==> src/rtl/lnend_pkg.sv <==
// lnend_pkg: shared types and constants for the line ending translator
// no dependencies
`default_nettype none

package lnend_pkg;

    localparam logic [7:0] CH_LF = 8'h0A;
    localparam logic [7:0] CH_CR = 8'h0D;

    localparam logic [1:0] ACT_DATA    = 2'd0;
    localparam logic [1:0] ACT_EOF     = 2'd1;
    localparam logic [1:0] ACT_DISCARD = 2'd2;

    localparam logic [2:0] MODE_DECODE = 3'd0;
    localparam logic [2:0] MODE_BINARY = 3'd1;
    localparam logic [2:0] MODE_CRLF   = 3'd2;
    localparam logic [2:0] MODE_LF     = 3'd3;
    localparam logic [2:0] MODE_CR     = 3'd4;

    typedef enum logic [2:0] {
        PEND_NONE = 3'b001,
        PEND_LF   = 3'b010,
        PEND_CR   = 3'b100
    } pend_t;

    // one or two result bytes caused by one input item
    typedef struct packed {
        logic       two;
        logic [7:0] b0;
        logic [7:0] b1;
    } entry_t;

endpackage

`default_nettype wire

==> src/rtl/lnend_front.sv <==
// lnend_front: accepts input items, holds mode and pending newline,
// classifies each item into zero, one or two result bytes; uses lnend_pkg
`default_nettype none

module lnend_front
(
    input  wire logic                clk,
    input  wire logic                rst_n,
    input  wire logic                translate_mode_we,
    input  wire logic [2:0]          translate_mode_wdata,
    input  wire logic                push,
    output logic                     full,
    input  wire logic [1:0]          action,
    input  wire logic [7:0]          byte_in,
    input  wire logic                q_full,
    output logic                     q_wr,
    output lnend_pkg::entry_t        q_wdata
);

    logic [2:0]      mode_reg;
    lnend_pkg::pend_t pend_reg;
    lnend_pkg::pend_t pend_next;
    lnend_pkg::pend_t self_pend;
    logic            emit;
    logic            accept;
    logic            is_nl;

    assign full   = q_full;
    assign accept = push & ~q_full;
    assign is_nl  = (byte_in == lnend_pkg::CH_LF) || (byte_in == lnend_pkg::CH_CR);
    assign self_pend = (byte_in == lnend_pkg::CH_LF) ? lnend_pkg::PEND_LF
                                                     : lnend_pkg::PEND_CR;

    always_comb
    begin
        emit       = 1'b0;
        q_wdata.two = 1'b0;
        q_wdata.b0 = byte_in;
        q_wdata.b1 = byte_in;
        pend_next  = pend_reg;
        unique case (action)
            lnend_pkg::ACT_DATA:
            begin
                unique case (mode_reg)
                    lnend_pkg::MODE_DECODE:
                    begin
                        if (is_nl)
                        begin
                            if (pend_reg == lnend_pkg::PEND_NONE)
                            begin
                                pend_next = self_pend;
                            end
                            else
                            begin
                                emit       = 1'b1;
                                q_wdata.b0 = lnend_pkg::CH_LF;
                                pend_next  = (pend_reg == self_pend) ? self_pend
                                                                     : lnend_pkg::PEND_NONE;
                            end
                        end
                        else
                        begin
                            emit      = 1'b1;
                            pend_next = lnend_pkg::PEND_NONE;
                            if (pend_reg != lnend_pkg::PEND_NONE)
                            begin
                                q_wdata.two = 1'b1;
                                q_wdata.b0  = lnend_pkg::CH_LF;
                            end
                        end
                    end
                    lnend_pkg::MODE_CRLF:
                    begin
                        if (byte_in == lnend_pkg::CH_LF)
                        begin
                            emit        = 1'b1;
                            q_wdata.two = 1'b1;
                            q_wdata.b0  = lnend_pkg::CH_CR;
                        end
                        else if (byte_in != lnend_pkg::CH_CR)
                        begin
                            emit = 1'b1;
                        end
                    end
                    lnend_pkg::MODE_LF:
                    begin
                        emit = (byte_in != lnend_pkg::CH_CR);
                    end
                    lnend_pkg::MODE_CR:
                    begin
                        emit = (byte_in != lnend_pkg::CH_CR);
                        if (byte_in == lnend_pkg::CH_LF)
                        begin
                            q_wdata.b0 = lnend_pkg::CH_CR;
                        end
                    end
                    default:
                    begin
                        emit = 1'b1;
                    end
                endcase
            end
            lnend_pkg::ACT_EOF:
            begin
                pend_next = lnend_pkg::PEND_NONE;
                if ((mode_reg == lnend_pkg::MODE_DECODE)
                    && (pend_reg != lnend_pkg::PEND_NONE))
                begin
                    emit       = 1'b1;
                    q_wdata.b0 = lnend_pkg::CH_LF;
                end
            end
            lnend_pkg::ACT_DISCARD:
            begin
                pend_next = lnend_pkg::PEND_NONE;
            end
            default:
            begin
                pend_next = pend_reg;
            end
        endcase
    end

    assign q_wr = accept & emit;

    always_ff @(posedge clk or negedge rst_n)
    begin
        if (!rst_n)
        begin
            mode_reg <= lnend_pkg::MODE_DECODE;
            pend_reg <= lnend_pkg::PEND_NONE;
        end
        else
        begin
            if (translate_mode_we)
            begin
                mode_reg <= translate_mode_wdata;
            end
            if (accept)
            begin
                pend_reg <= pend_next;
            end
        end
    end

endmodule

`default_nettype wire

==> src/rtl/lnend_fifo.sv <==
// lnend_fifo: short queue of result entries between front and back
// uses lnend_pkg::entry_t
`default_nettype none

module lnend_fifo
#(
    parameter int DEPTH = 4
)
(
    input  wire logic               clk,
    input  wire logic               rst_n,
    input  wire logic               wr,
    input  wire lnend_pkg::entry_t  wdata,
    output logic                    full,
    input  wire logic               rd,
    output lnend_pkg::entry_t       rdata,
    output logic                    empty
);

    localparam int AW = (DEPTH > 1) ? $clog2(DEPTH) : 1;
    localparam int CW = $clog2(DEPTH + 1);
    localparam logic [AW-1:0] LAST_IDX = AW'(DEPTH - 1);

    lnend_pkg::entry_t mem_reg [DEPTH];
    logic [AW-1:0] wr_ptr_reg;
    logic [AW-1:0] rd_ptr_reg;
    logic [CW-1:0] count_reg;
    logic          do_wr;
    logic          do_rd;

    assign full  = (count_reg == CW'(DEPTH));
    assign empty = (count_reg == '0);
    assign do_wr = wr & ~full;
    assign do_rd = rd & ~empty;
    assign rdata = mem_reg[rd_ptr_reg];

    always_ff @(posedge clk)
    begin
        if (do_wr)
        begin
            mem_reg[wr_ptr_reg] <= wdata;
        end
    end

    always_ff @(posedge clk or negedge rst_n)
    begin
        if (!rst_n)
        begin
            wr_ptr_reg <= '0;
            rd_ptr_reg <= '0;
            count_reg  <= '0;
        end
        else
        begin
            if (do_wr)
            begin
                wr_ptr_reg <= (wr_ptr_reg == LAST_IDX) ? '0 : wr_ptr_reg + 1'b1;
            end
            if (do_rd)
            begin
                rd_ptr_reg <= (rd_ptr_reg == LAST_IDX) ? '0 : rd_ptr_reg + 1'b1;
            end
            if (do_wr && !do_rd)
            begin
                count_reg <= count_reg + 1'b1;
            end
            else if (do_rd && !do_wr)
            begin
                count_reg <= count_reg - 1'b1;
            end
        end
    end

endmodule

`default_nettype wire

==> src/rtl/lnend_back.sv <==
// lnend_back: takes entries from the queue and delivers their bytes one a
// transfer from an output register; uses lnend_pkg::entry_t
`default_nettype none

module lnend_back
(
    input  wire logic               clk,
    input  wire logic               rst_n,
    input  wire logic               q_empty,
    input  wire lnend_pkg::entry_t  q_rdata,
    output logic                    q_rd,
    output logic                    empty,
    input  wire logic               pop,
    output logic [7:0]              byte_out,
    output logic                    last
);

    lnend_pkg::entry_t cur_reg;
    lnend_pkg::entry_t cur_next;
    logic              valid_reg;
    logic              valid_next;
    logic              sel_reg;
    logic              sel_next;
    logic              advance;

    assign empty    = ~valid_reg;
    assign byte_out = sel_reg ? cur_reg.b1 : cur_reg.b0;
    assign last     = sel_reg | ~cur_reg.two;
    assign advance  = valid_reg & pop;

    always_comb
    begin
        cur_next   = cur_reg;
        valid_next = valid_reg;
        sel_next   = sel_reg;
        q_rd       = 1'b0;
        priority if (advance && !sel_reg && cur_reg.two)
        begin
            sel_next = 1'b1;
        end
        else if (!valid_reg || advance)
        begin
            q_rd       = ~q_empty;
            valid_next = ~q_empty;
            cur_next   = q_rdata;
            sel_next   = 1'b0;
        end
        else
        begin
            // output register holds while the receiver stalls
            q_rd = 1'b0;
        end
    end

    always_ff @(posedge clk)
    begin
        cur_reg <= cur_next;
    end

    always_ff @(posedge clk or negedge rst_n)
    begin
        if (!rst_n)
        begin
            valid_reg <= 1'b0;
            sel_reg   <= 1'b0;
        end
        else
        begin
            valid_reg <= valid_next;
            sel_reg   <= sel_next;
        end
    end

endmodule

`default_nettype wire

==> src/rtl/line_ending_translator.sv <==
// line_ending_translator: top level, front classifier, entry queue, back serializer
// depends on lnend_pkg, lnend_front, lnend_fifo, lnend_back
//
// channel   direction  handshake                      payload
// config    in         translate_mode_we              translate_mode_wdata[2:0]
// input     in         push / full                    action[1:0], byte_in[7:0]
// result    out        empty / pop                    byte_out[7:0], last
//
// one input item can transfer each cycle while the queue has room
// result bytes transfer one a cycle from the back output register while the
// receiver pops; an item that makes two bytes holds the back for both of them,
// so the back sets the rate; results pass through the queue to that register
// asynchronous reset clears mode, pending newline, queue and output valid
`default_nettype none

module line_ending_translator
#(
    parameter int QUEUE_DEPTH = 4
)
(
    input  wire logic       clk,
    input  wire logic       rst_n,
    input  wire logic       translate_mode_we,
    input  wire logic [2:0] translate_mode_wdata,
    input  wire logic       push,
    output logic            full,
    input  wire logic [1:0] action,
    input  wire logic [7:0] byte_in,
    output logic            empty,
    input  wire logic       pop,
    output logic [7:0]      byte_out,
    output logic            last
);

    logic              q_wr;
    logic              q_full;
    logic              q_rd;
    logic              q_empty;
    lnend_pkg::entry_t q_wdata;
    lnend_pkg::entry_t q_rdata;

    lnend_front u_front
    (
        .clk                  (clk),
        .rst_n                (rst_n),
        .translate_mode_we    (translate_mode_we),
        .translate_mode_wdata (translate_mode_wdata),
        .push                 (push),
        .full                 (full),
        .action               (action),
        .byte_in              (byte_in),
        .q_full               (q_full),
        .q_wr                 (q_wr),
        .q_wdata              (q_wdata)
    );

    lnend_fifo
    #(
        .DEPTH (QUEUE_DEPTH)
    )
    u_fifo
    (
        .clk   (clk),
        .rst_n (rst_n),
        .wr    (q_wr),
        .wdata (q_wdata),
        .full  (q_full),
        .rd    (q_rd),
        .rdata (q_rdata),
        .empty (q_empty)
    );

    lnend_back u_back
    (
        .clk      (clk),
        .rst_n    (rst_n),
        .q_empty  (q_empty),
        .q_rdata  (q_rdata),
        .q_rd     (q_rd),
        .empty    (empty),
        .pop      (pop),
        .byte_out (byte_out),
        .last     (last)
    );

endmodule

`default_nettype wire

==> config.mk <==
export PLATFORM = sky130hd
export DESIGN_NAME = line_ending_translator
export DESIGN_NICKNAME = d
export VERILOG_FILES = /design/src/rtl/lnend_pkg.sv /design/src/rtl/lnend_front.sv /design/src/rtl/lnend_fifo.sv /design/src/rtl/lnend_back.sv /design/src/rtl/line_ending_translator.sv
export SDC_FILE = /design/constraint.sdc
export NUM_CORES = 1
export LEC_CHECK = 0
export ABC_AREA = 0
export BUFFER_PORTS_ARGS = -buffer_cell sky130_fd_sc_hd__buf_2
export CAP_MARGIN = 15
export CORE_MARGIN = 2
export CORE_UTILIZATION = 50
export CTS_CLUSTER_DIAMETER = 80
export DETAILED_ROUTE_END_ITERATION = 8
export GPL_TIMING_DRIVEN = 0
export PLACE_DENSITY = 0.75
export SLEW_MARGIN = 10
export SYNTH_ARGS = -nofsm -noshare
export SYNTH_HDL_FRONTEND = slang
export SYNTH_SLANG_ARGS = --single-unit
==> constraint.sdc <==
create_clock -name clk -period 3.6 [get_ports clk]
set_input_delay 1.08 -clock clk [delete_from_list [all_inputs] [get_ports clk]]
set_output_delay 1.08 -clock clk [all_outputs]
set_load 0.1 [all_outputs]
# --- Word-level counts from Yosys, hierarchy flattened ---
# Memories as Yosys holds them, arrays and structs flattened. A register that Yosys moved wholly into a read port is not among the register bits.
# Cells that the tools add are included.
# Widths: inputs -> output; s select.
word_totals:
  mem_count: 1
  inputBits: 18
  regBits: 15
  output_inout_bits: 11
  ram_bits: 68
mem_list:
  columns: ["name", "words", "word_bits", "rd", "rd_clocked_by_memory_dff", "wr", "line_no", "source"]
  rows:
  - ["u_fifo.mem_reg", 4, 17, 1, 1, 1, "lnend_fifo.sv:24", "lnend_pkg::entry_t mem_reg [DEPTH];"]
classes:
  add_sub_neg: 4
  n_bitwise: 11
  n_reduce_logical: 21
  muxes: 35
  eq_ne: 15
ops:
  columns: ["cell", "count"]
  rows:
  - ["$mux 8", 5]
  - ["$pmux 8 s3", 1]
  - ["$mux 3", 7]
  - ["$mux 9", 2]
  - ["$eq 8x4->1 const B", 2]
  - ["$pmux 8 s2", 1]
  - ["$mux 1", 13]
  - ["$ne 8x4->1 const B", 1]
  - ["$eq 2x2->1 const B", 3]
  - ["$eq 3x2->1 const B", 2]
  - ["$eq 3x3->1 const B", 2]
  - ["$logic_not 3->1", 2]
  - ["$pmux 3 s2", 1]
  - ["$reduce_bool 2->1", 3]
  - ["$and 1x1->1", 5]
  - ["$logic_and 1x1->1", 5]
  - ["$not 1->1", 5]
  - ["$add 2x1->2 const B", 2]
  - ["$logic_not 1->1", 4]
  - ["$mux 2", 2]
  - ["$pmux 1 s2", 2]
  - ["$reduce_or 2->1", 2]
  - ["$add 3x1->3 const B", 1]
  - ["$eq 3x1->1 const B", 1]
  - ["other kinds (11)", 12]

# --- Depth between registers and ports, before layout ---
# Gate-level depths: netlist of the first run.
depth:
  depth_word: 11
  ltp_mapped: 12

# --- Hierarchy ---
# From an unflattened synthesis of the first run, not the netlist that was laid out.
unflattened:
  cells_unflattened: 247
  hier_area_um2: 4356.7
modules_own_cells:
  columns: ["mod", "cells_each", "instances", "area_each_um2", "seq_area_each_um2"]
  rows:
  - ["lnend_fifo", 126, 1, 2900.3, 2217.1]
  - ["lnend_back", 39, 1, 758.2, 560.5]
  - ["lnend_front", 82, 1, 698.2, 151.4]

# --- Least setup slack after synthesis of the first run ---
# No wires, ideal clock.
synth_timing:
  path_type: "reg-to-reg"
  from: "register u_fifo.count_reg[0]"
  to: "register u_fifo.count_reg[1]"
  path_slack_ps: -584
  setup_ps: 125
  path_stages_with_launch: 8
  required_ps: 3475
  arrival_ps: 4060
  path_cell_list: "dfrtp_1 -> nor3b_1 -> nand2b_1 -> a31oi_4 -> ha_1 -> inv_1 -> fa_1 -> mux2_2"
synth_via:
  elab_chain_cells: 8
  word_cells_on_any_way: 19
synth_lines:
  columns: ["element", "line_no", "source"]
  rows:
  - ["start, declared", "lnend_fifo.sv:27", "logic [CW-1:0] count_reg;"]
  - ["start signal, assigned", "lnend_fifo.sv:65", "count_reg <= count_reg + 1'b1;"]
  - ["start signal, assigned", "lnend_fifo.sv:69", "count_reg <= count_reg - 1'b1;"]
  - ["$eq 3x3->1 *", "lnend_fifo.sv:31", "assign full = (count_reg == CW'(DEPTH));"]
  - ["named net full", "line_ending_translator.sv:26", "output logic full,"]
  - ["$not 1->1 *", "lnend_front.sv:29, lnend_fifo.sv:33", null]
  - ["$and 1x1->1", "lnend_front.sv:29", "assign accept = push & ~q_full;"]
  - ["$and 1x1->1", "lnend_front.sv:124", "assign q_wr = accept & emit;"]
  - ["$and 1x1->1 *", "lnend_fifo.sv:33", "assign do_wr = wr & ~full;"]
  - ["named net u_fifo.do_wr", "lnend_fifo.sv:28", "logic do_wr;"]
  - ["$logic_not 1->1", "lnend_fifo.sv:67", "else if (do_rd && !do_wr)"]
  - ["$logic_and 1x1->1", "lnend_fifo.sv:67", null]
  - ["$reduce_bool 2->1 (no source line)", null, null]
# Mark *: on every way through the listed nets, which the timed path passes. The rest lies on a longest branch. The select of a mux whose other input is x is not followed.
# A chain may end at the register's enable or synchronous reset.

# --- Worst setup path in the final report of the first run ---
layout_timing:
  from: "input port action[1]"
  to: "register u_fifo.count_reg[2]"
layout_via:
  elab_chain_cells: 7
  word_cells_on_any_way: 10
layout_lines:
  columns: ["element", "line_no", "source"]
  rows:
  - ["start, declared", "line_ending_translator.sv:27", "input wire logic [1:0] action,"]
  - ["$eq 2x1->1 or $logic_not 2->1 (tied branches)", "lnend_front.sv:41", "unique case (action)"]
  - ["$pmux 1 s2 *", "lnend_front.sv:41", null]
  - ["$and 1x1->1 *", "lnend_front.sv:124", null]
  - ["$and 1x1->1 *", "lnend_fifo.sv:33", null]
  - ["named net u_fifo.do_wr", "lnend_fifo.sv:28", null]
  - ["$logic_not 1->1", "lnend_fifo.sv:67", null]
  - ["$logic_and 1x1->1", "lnend_fifo.sv:67", null]
  - ["$reduce_bool 2->1 (no source line)", null, null]
# Mark *: on every way through the listed nets, which the timed path passes. The rest lies on a longest branch.

==> flow_summary.json, run 1 <==
{
  "status": "finished, final reports clean",
  "largest_reg_flops": 68,
  "syn_avg_cell_area_um2": 18.7,
  "end_kind": "flop",
  "cts.sinks": 100,
  "num_io_pins": 29,
  "fin_crit_ns": 3.34,
  "fillers": 641,
  "synth.most_common_cell": "edfxtp_1",
  "start_util_pct": 51.1,
  "rows": 33,
  "numCtsBuffers": 9,
  "gr-usage-met3_pct": 2.92,
  "synth_top_area_share_pct": 61.1,
  "hold_violations": 0,
  "ys_warn_count": 0,
  "drc": 0,
  "cp_slowest_stage_delay_ns": 0.43,
  "hold_path_class": "reg -> reg",
  "syn_area_um2": 4180,
  "synthCells": 223,
  "rsz0062_at_grt": "false",
  "worstPathMaxFanout": 7,
  "core_um2": 8180,
  "fin_worst_skew_ns": 0.0153,
  "cts-root-buf": "clkbuf_8",
  "crit_chain": "buf_2 -> inv_1 -> ha_1 -> nand2b_4 -> or3_4 -> nand2b_1 -> a31oi_4 -> ha_1 -> inv_1 -> fa_1 -> xor2_1 -> nor2_1 -> xor2_1",
  "slowest_stage": "fa_1",
  "crit_end": "u_fifo.count_reg[2]",
  "tightest_slew_ns": 0.848,
  "fmax_mhz": 299,
  "synth_async_sr_flop_share_pct": 15.0,
  "critPathKind": "in -> reg",
  "p_leak_nw": 1.63,
  "grt_pass1_wl_um": 10700,
  "antenna_found_initial": 0,
  "start_kind": "input port",
  "maxSlewViolCount": 0,
  "insertion_delay_ns": 0.36,
  "die_area_um2": 9100,
  "maxCapViolCount": 0,
  "use_met2_pct": 27.3,
  "synth_top_cell_by_area": "edfxtp_1",
  "drt_wl_total_um": 6730,
  "gp_congestion": 0.699,
  "fin_crit_sh_pct": 92.8,
  "yosys.cell_types.count": 45,
  "setup_viol_count_final": 0,
  "vias": 2043,
  "cts-resized-gates": 0,
  "syn-num-nets": 250,
  "reg2reg_depth": 10,
  "viasPerCell": 5.49,
  "antenna_left": 0,
  "ys_top_cells_by_area": "edfxtp_1, mux4_2, dfrtp_1",
  "htreeDepth": 3,
  "die_x_um": 95.4,
  "crit_arrival_ns": 3.63,
  "hpwl_um": 4310,
  "synthTopCellsByCount": "edfxtp_1, mux4_2, dfrtp_1, mux2_2, nor2_1",
  "cp.required_ns": 3.89,
  "post-cts-setup-buffers": 0,
  "p_per_area_nw_per_um2": 761,
  "tns_ns": 0,
  "drive_gt1_share_pct": 38.2,
  "slew_headroom_pct": 43.4,
  "grt_use_total_pct": 16.6,
  "wl_per_cell_um": 18.1,
  "firstDrtPassIters": 4,
  "rrSetupSlack_ns": 0.83,
  "drtIter0Drc": 124,
  "synth.yosys.seq_area_share_pct": 70.1,
  "final_nets": 289,
  "grt_max_degree": 20,
  "use_met1_pct": 21.7,
  "ir_drop_uv": 330,
  "fp.dieH_um": 95.4,
  "r2r-end": "u_fifo.count_reg[2]",
  "synth_edf_count": 85,
  "holdBufCountCts": 0,
  "area_delta_synth_final_pct": 11.7,
  "grt_pass1_vias": 2033,
  "portBuffers": 28,
  "ys_dominant_reg_cell": "edfxtp_1",
  "crit_start": "action[1]",
  "ys_seq_elements": 100,
  "r2r_start": "u_front.pend_reg[0]",
  "top_usage_layer": "met2",
  "cts_buffer_depth": 2,
  "cts_tree": "done",
  "hold_ws_ns": 0.493,
  "diodes": 0,
  "clk_pin_slew_ns": 0.09,
  "overflow": 0
}
## cells in the final DEF (no fill, tap or decap), types with 2 or more instances in the layout
master,instances
a31oi_1,3
nor3b_2,2
mux4_2,17
mux2_2,14
clkbuf_1,3
and2_2,8
clkbuf_8,9
nand2_1,3
ha_1,8
a21oi_1,3
edfxtp_1,85
xnor2_1,2
nor4_2,2
clkinv_2,2
bufinv_16,2
inv_1,9
buf_2,32
nor2_1,11
dfrtp_1,14
nand2b_1,4
nor3_1,2
xor2_1,2
mux2_4,2
## per-layer routing
layer  wire length, um  share of wire, %
met3               377               5.6
met5                 0                 0
met1              2920                43
met2              3330                50
met4                95               1.4
## power breakdown
| group | total (W) | switching, W | internal (W) |
|---|---|---|---|
| Sequential | 0.00155 | 0.0000749 | 0.00148 |
| Combinational | 0.00124 | 0.000834 | 0.000401 |
| Clock | 0.000763 | 0.000374 | 0.000389 |
| Total | 0.00355 | 0.00128 | 0.00227 |
## metrics by stage
step           power, W  utilization, %  cells  cell area, um^2  setup slack, ns
6_report        0.00355            57.1    372             4670            0.258
5_1_grt         0.00372            57.1    372             4670         0.000302
4_1_cts         0.00359            57.1    372             4670            0.249
3_5_place_dp    0.00284            54.5    356             4460           -0.147
3_3_place_gp    0.00282            54.5    356             4460          -0.0823
2_1_floorplan   0.00261               -    223             4180            0.181
## area by class of cell
cell class	count	area [um^2]	area share (%)
clock inverters	7	90.1	1.93
repair buffers	28	140	3.00
flip-flops and latches	100	2930	62.7
inverters	9	33.8	0.723
plain buffers	7	31.3	0.670
multi-input cells	107	1190	25.5
clock buffers	9	124	2.65
well taps	105	131	2.81
## cells by family after synthesis
group,share of synthesized area [%]
DFF,70.1
buffers and inverters,1.56
xor gates and xnor gates,0.838
muxes,13.7
and+or+nand+nor,6.59
AOI/OAI and AO/OA,4.40
adders and majority gates,2.87
## worst max-delay path: cells and delay by family
| family | cells | cell delay, ns |
|---|---|---|
| and+or+nand+nor | 4 | 0.74 |
| buffers and inverters | 3 | 0.22 |
| AOI/OAI and AO/OA | 1 | 0.31 |
| xor gates and xnor gates | 2 | 0.31 |
| adders and majority gates | 3 | 0.96 |
## worst min path at each step
stage | from | endpoint | cells past startpoint
CTS | u_fifo.count_reg[2] | u_fifo.count_reg[2] | 1
global placement | u_fifo.count_reg[2] | u_fifo.count_reg[2] | 1
finish | u_fifo.count_reg[2] | u_fifo.count_reg[2] | 1
global route | u_fifo.count_reg[2] | u_fifo.count_reg[2] | 1
detailed placement | u_fifo.count_reg[2] | u_fifo.count_reg[2] | 1
floorplan | u_fifo.count_reg[2] | u_fifo.count_reg[2] | 1
No activity file was read; power rests on OpenSTA's default activity.
==> inputs of run 2 (changes only) <==
CORE_ASPECT_RATIO = 0.5   (was default)
==> flow_summary.json, run 2 (synthesis gave the netlist of run 1 again) <==
{
  "status": "finished, final reports clean",
  "start_kind": "input port",
  "diodes": 0,
  "antenna_found_initial": 0,
  "slowest_stage": "fa_1",
  "insertion_delay_ns": 0.34,
  "crit_arrival_ns": 3.66,
  "rsz0062_at_grt": "false",
  "fin_cells": 379,
  "core_um2": 8060,
  "fin_worst_skew_ns": 0.00505,
  "die_x_um": 133,
  "htreeDepth": 3,
  "tightest_slew_ns": 0.884,
  "start_util_pct": 51.9,
  "grt_pass1_wl_um": 11300,
  "post-cts-setup-buffers": 0,
  "fp.dieH_um": 68.6,
  "firstDrtPassIters": 4,
  "most-common-layout-cells": "edfxtp_1, buf_2, mux4_2",
  "largest_reg_flops": 68,
  "cts.sinks": 100,
  "critPathKind": "in -> reg",
  "maxSlewViolCount": 0,
  "hold_violations": 0,
  "setup_viol_count_final": 0,
  "hold_path_class": "reg -> reg",
  "drc": 0,
  "overflow": 0,
  "worstPathMaxFanout": 7,
  "p_per_area_nw_per_um2": 779,
  "vias": 2111,
  "holdBufCountCts": 0,
  "rows": 23,
  "final_nets": 289,
  "tns_ns": 0,
  "drtIter0Drc": 158,
  "grt_max_degree": 20,
  "numCtsBuffers": 9,
  "cp_slowest_stage_delay_ns": 0.44,
  "area_delta_synth_final_pct": 13.1,
  "cts-resized-gates": 0,
  "p_leak_nw": 1.65,
  "viasPerCell": 5.57,
  "grt_pass1_vias": 2161,
  "clk_pin_slew_ns": 0.06,
  "fillers": 620,
  "slew_headroom_pct": 40.9,
  "gp_congestion": 0.718,
  "drt_wl_total_um": 7340,
  "cts_buffer_depth": 2,
  "end_kind": "flop",
  "maxCapViolCount": 0,
  "cts_tree": "done",
  "cts-root-buf": "clkbuf_16",
  "crit_chain": "buf_2 -> inv_1 -> ha_1 -> nand2b_4 -> or3_4 -> nand2b_1 -> a31oi_4 -> ha_1 -> inv_1 -> fa_1 -> xor2_1 -> nor2_1 -> xor2_1",
  "num_io_pins": 29,
  "cp.required_ns": 3.85,
  "die_area_um2": 9150,
  "final_common_cell": "edfxtp_1",
  "portBuffers": 28,
  "hpwl_um": 4770,
  "wl_per_cell_um": 19.4,
  "pre_cts_ws_ns": -0.180,
  "fmax_mhz": 294,
  "fin_crit_ns": 3.40,
  "fin_crit_sh_pct": 94.5,
  "ir_drop_uv": 302,
  "antenna_left": 0,
  "finalWorstSetupSlack_ns": 0.197,
  "drive_gt1_share_pct": 37.1,
  "grt_use_total_pct": 17.4,
  "dp_cells": 363
}
==> run 2: metal layers <==
layer  GRT usage (%)  share of wire [%]
met1            21.5                 44
met2            29.9                 51
met3            5.48                3.8
met4            6.38                1.4
met5               0                  0
==> run 2: path summary, 6_finish.rpt <==
path | startpoint | to | slack, ns | cells past startpoint
max | action[1] | u_fifo.count_reg[2] | 0.20 | 13
min | u_fifo.count_reg[2] | u_fifo.count_reg[2] | 0.50 | 1
max reg2reg | u_front.pend_reg[0] | u_fifo.count_reg[2] | 0.76 | 10
min reg2reg | u_fifo.count_reg[2] | u_fifo.count_reg[2] | 0.50 | 1
max in group asynchronous | rst_n | u_front.pend_reg[0] | 2.64 | 1
min in group asynchronous | rst_n | u_fifo.rd_ptr_reg[0] | 0.65 | 1
==> run 2: through the flow <==
stage | hold slack, ns | cell area, um^2 | utilization (%) | total power (W)
finish | 0.502 | 4730 | 58.6 | 0.00368
detailed placement | 0.496 | 4460 | 55.4 | 0.00287
floorplan | 0.455 | 4180 | - | 0.00261
global placement | 0.470 | 4460 | 55.4 | 0.00281
CTS | 0.509 | 4730 | 58.6 | 0.00371
global route | 0.527 | 4730 | 58.6 | 0.00383
==> run 2: worst max-delay path, delay by kind of cell <==
kind | cells | cell delay [ns]
compound gates | 1 | 0.31
xor+xnor | 2 | 0.35
fa+ha+maj | 3 | 0.95
simple gates | 4 | 0.74
buf+inv | 3 | 0.23
==> run 2: final cells by class <==
type	instances	area [um^2]	area share, %
well taps	112	140	2.97
repair buffers	28	140	2.97
clock inverters	5	28.8	0.609
clock buffers	11	233	4.92
inverters	9	33.8	0.715
multi-input cells	107	1190	25.2
plain buffers	7	31.3	0.662
flip-flops and latches	100	2930	62.0
==> run 2: where the power goes <==
part           internal (W)  total (W)  switching, W
Clock              0.000464   0.000857      0.000393
Sequential          0.00148    0.00156     0.0000794
Combinational      0.000403    0.00126      0.000859
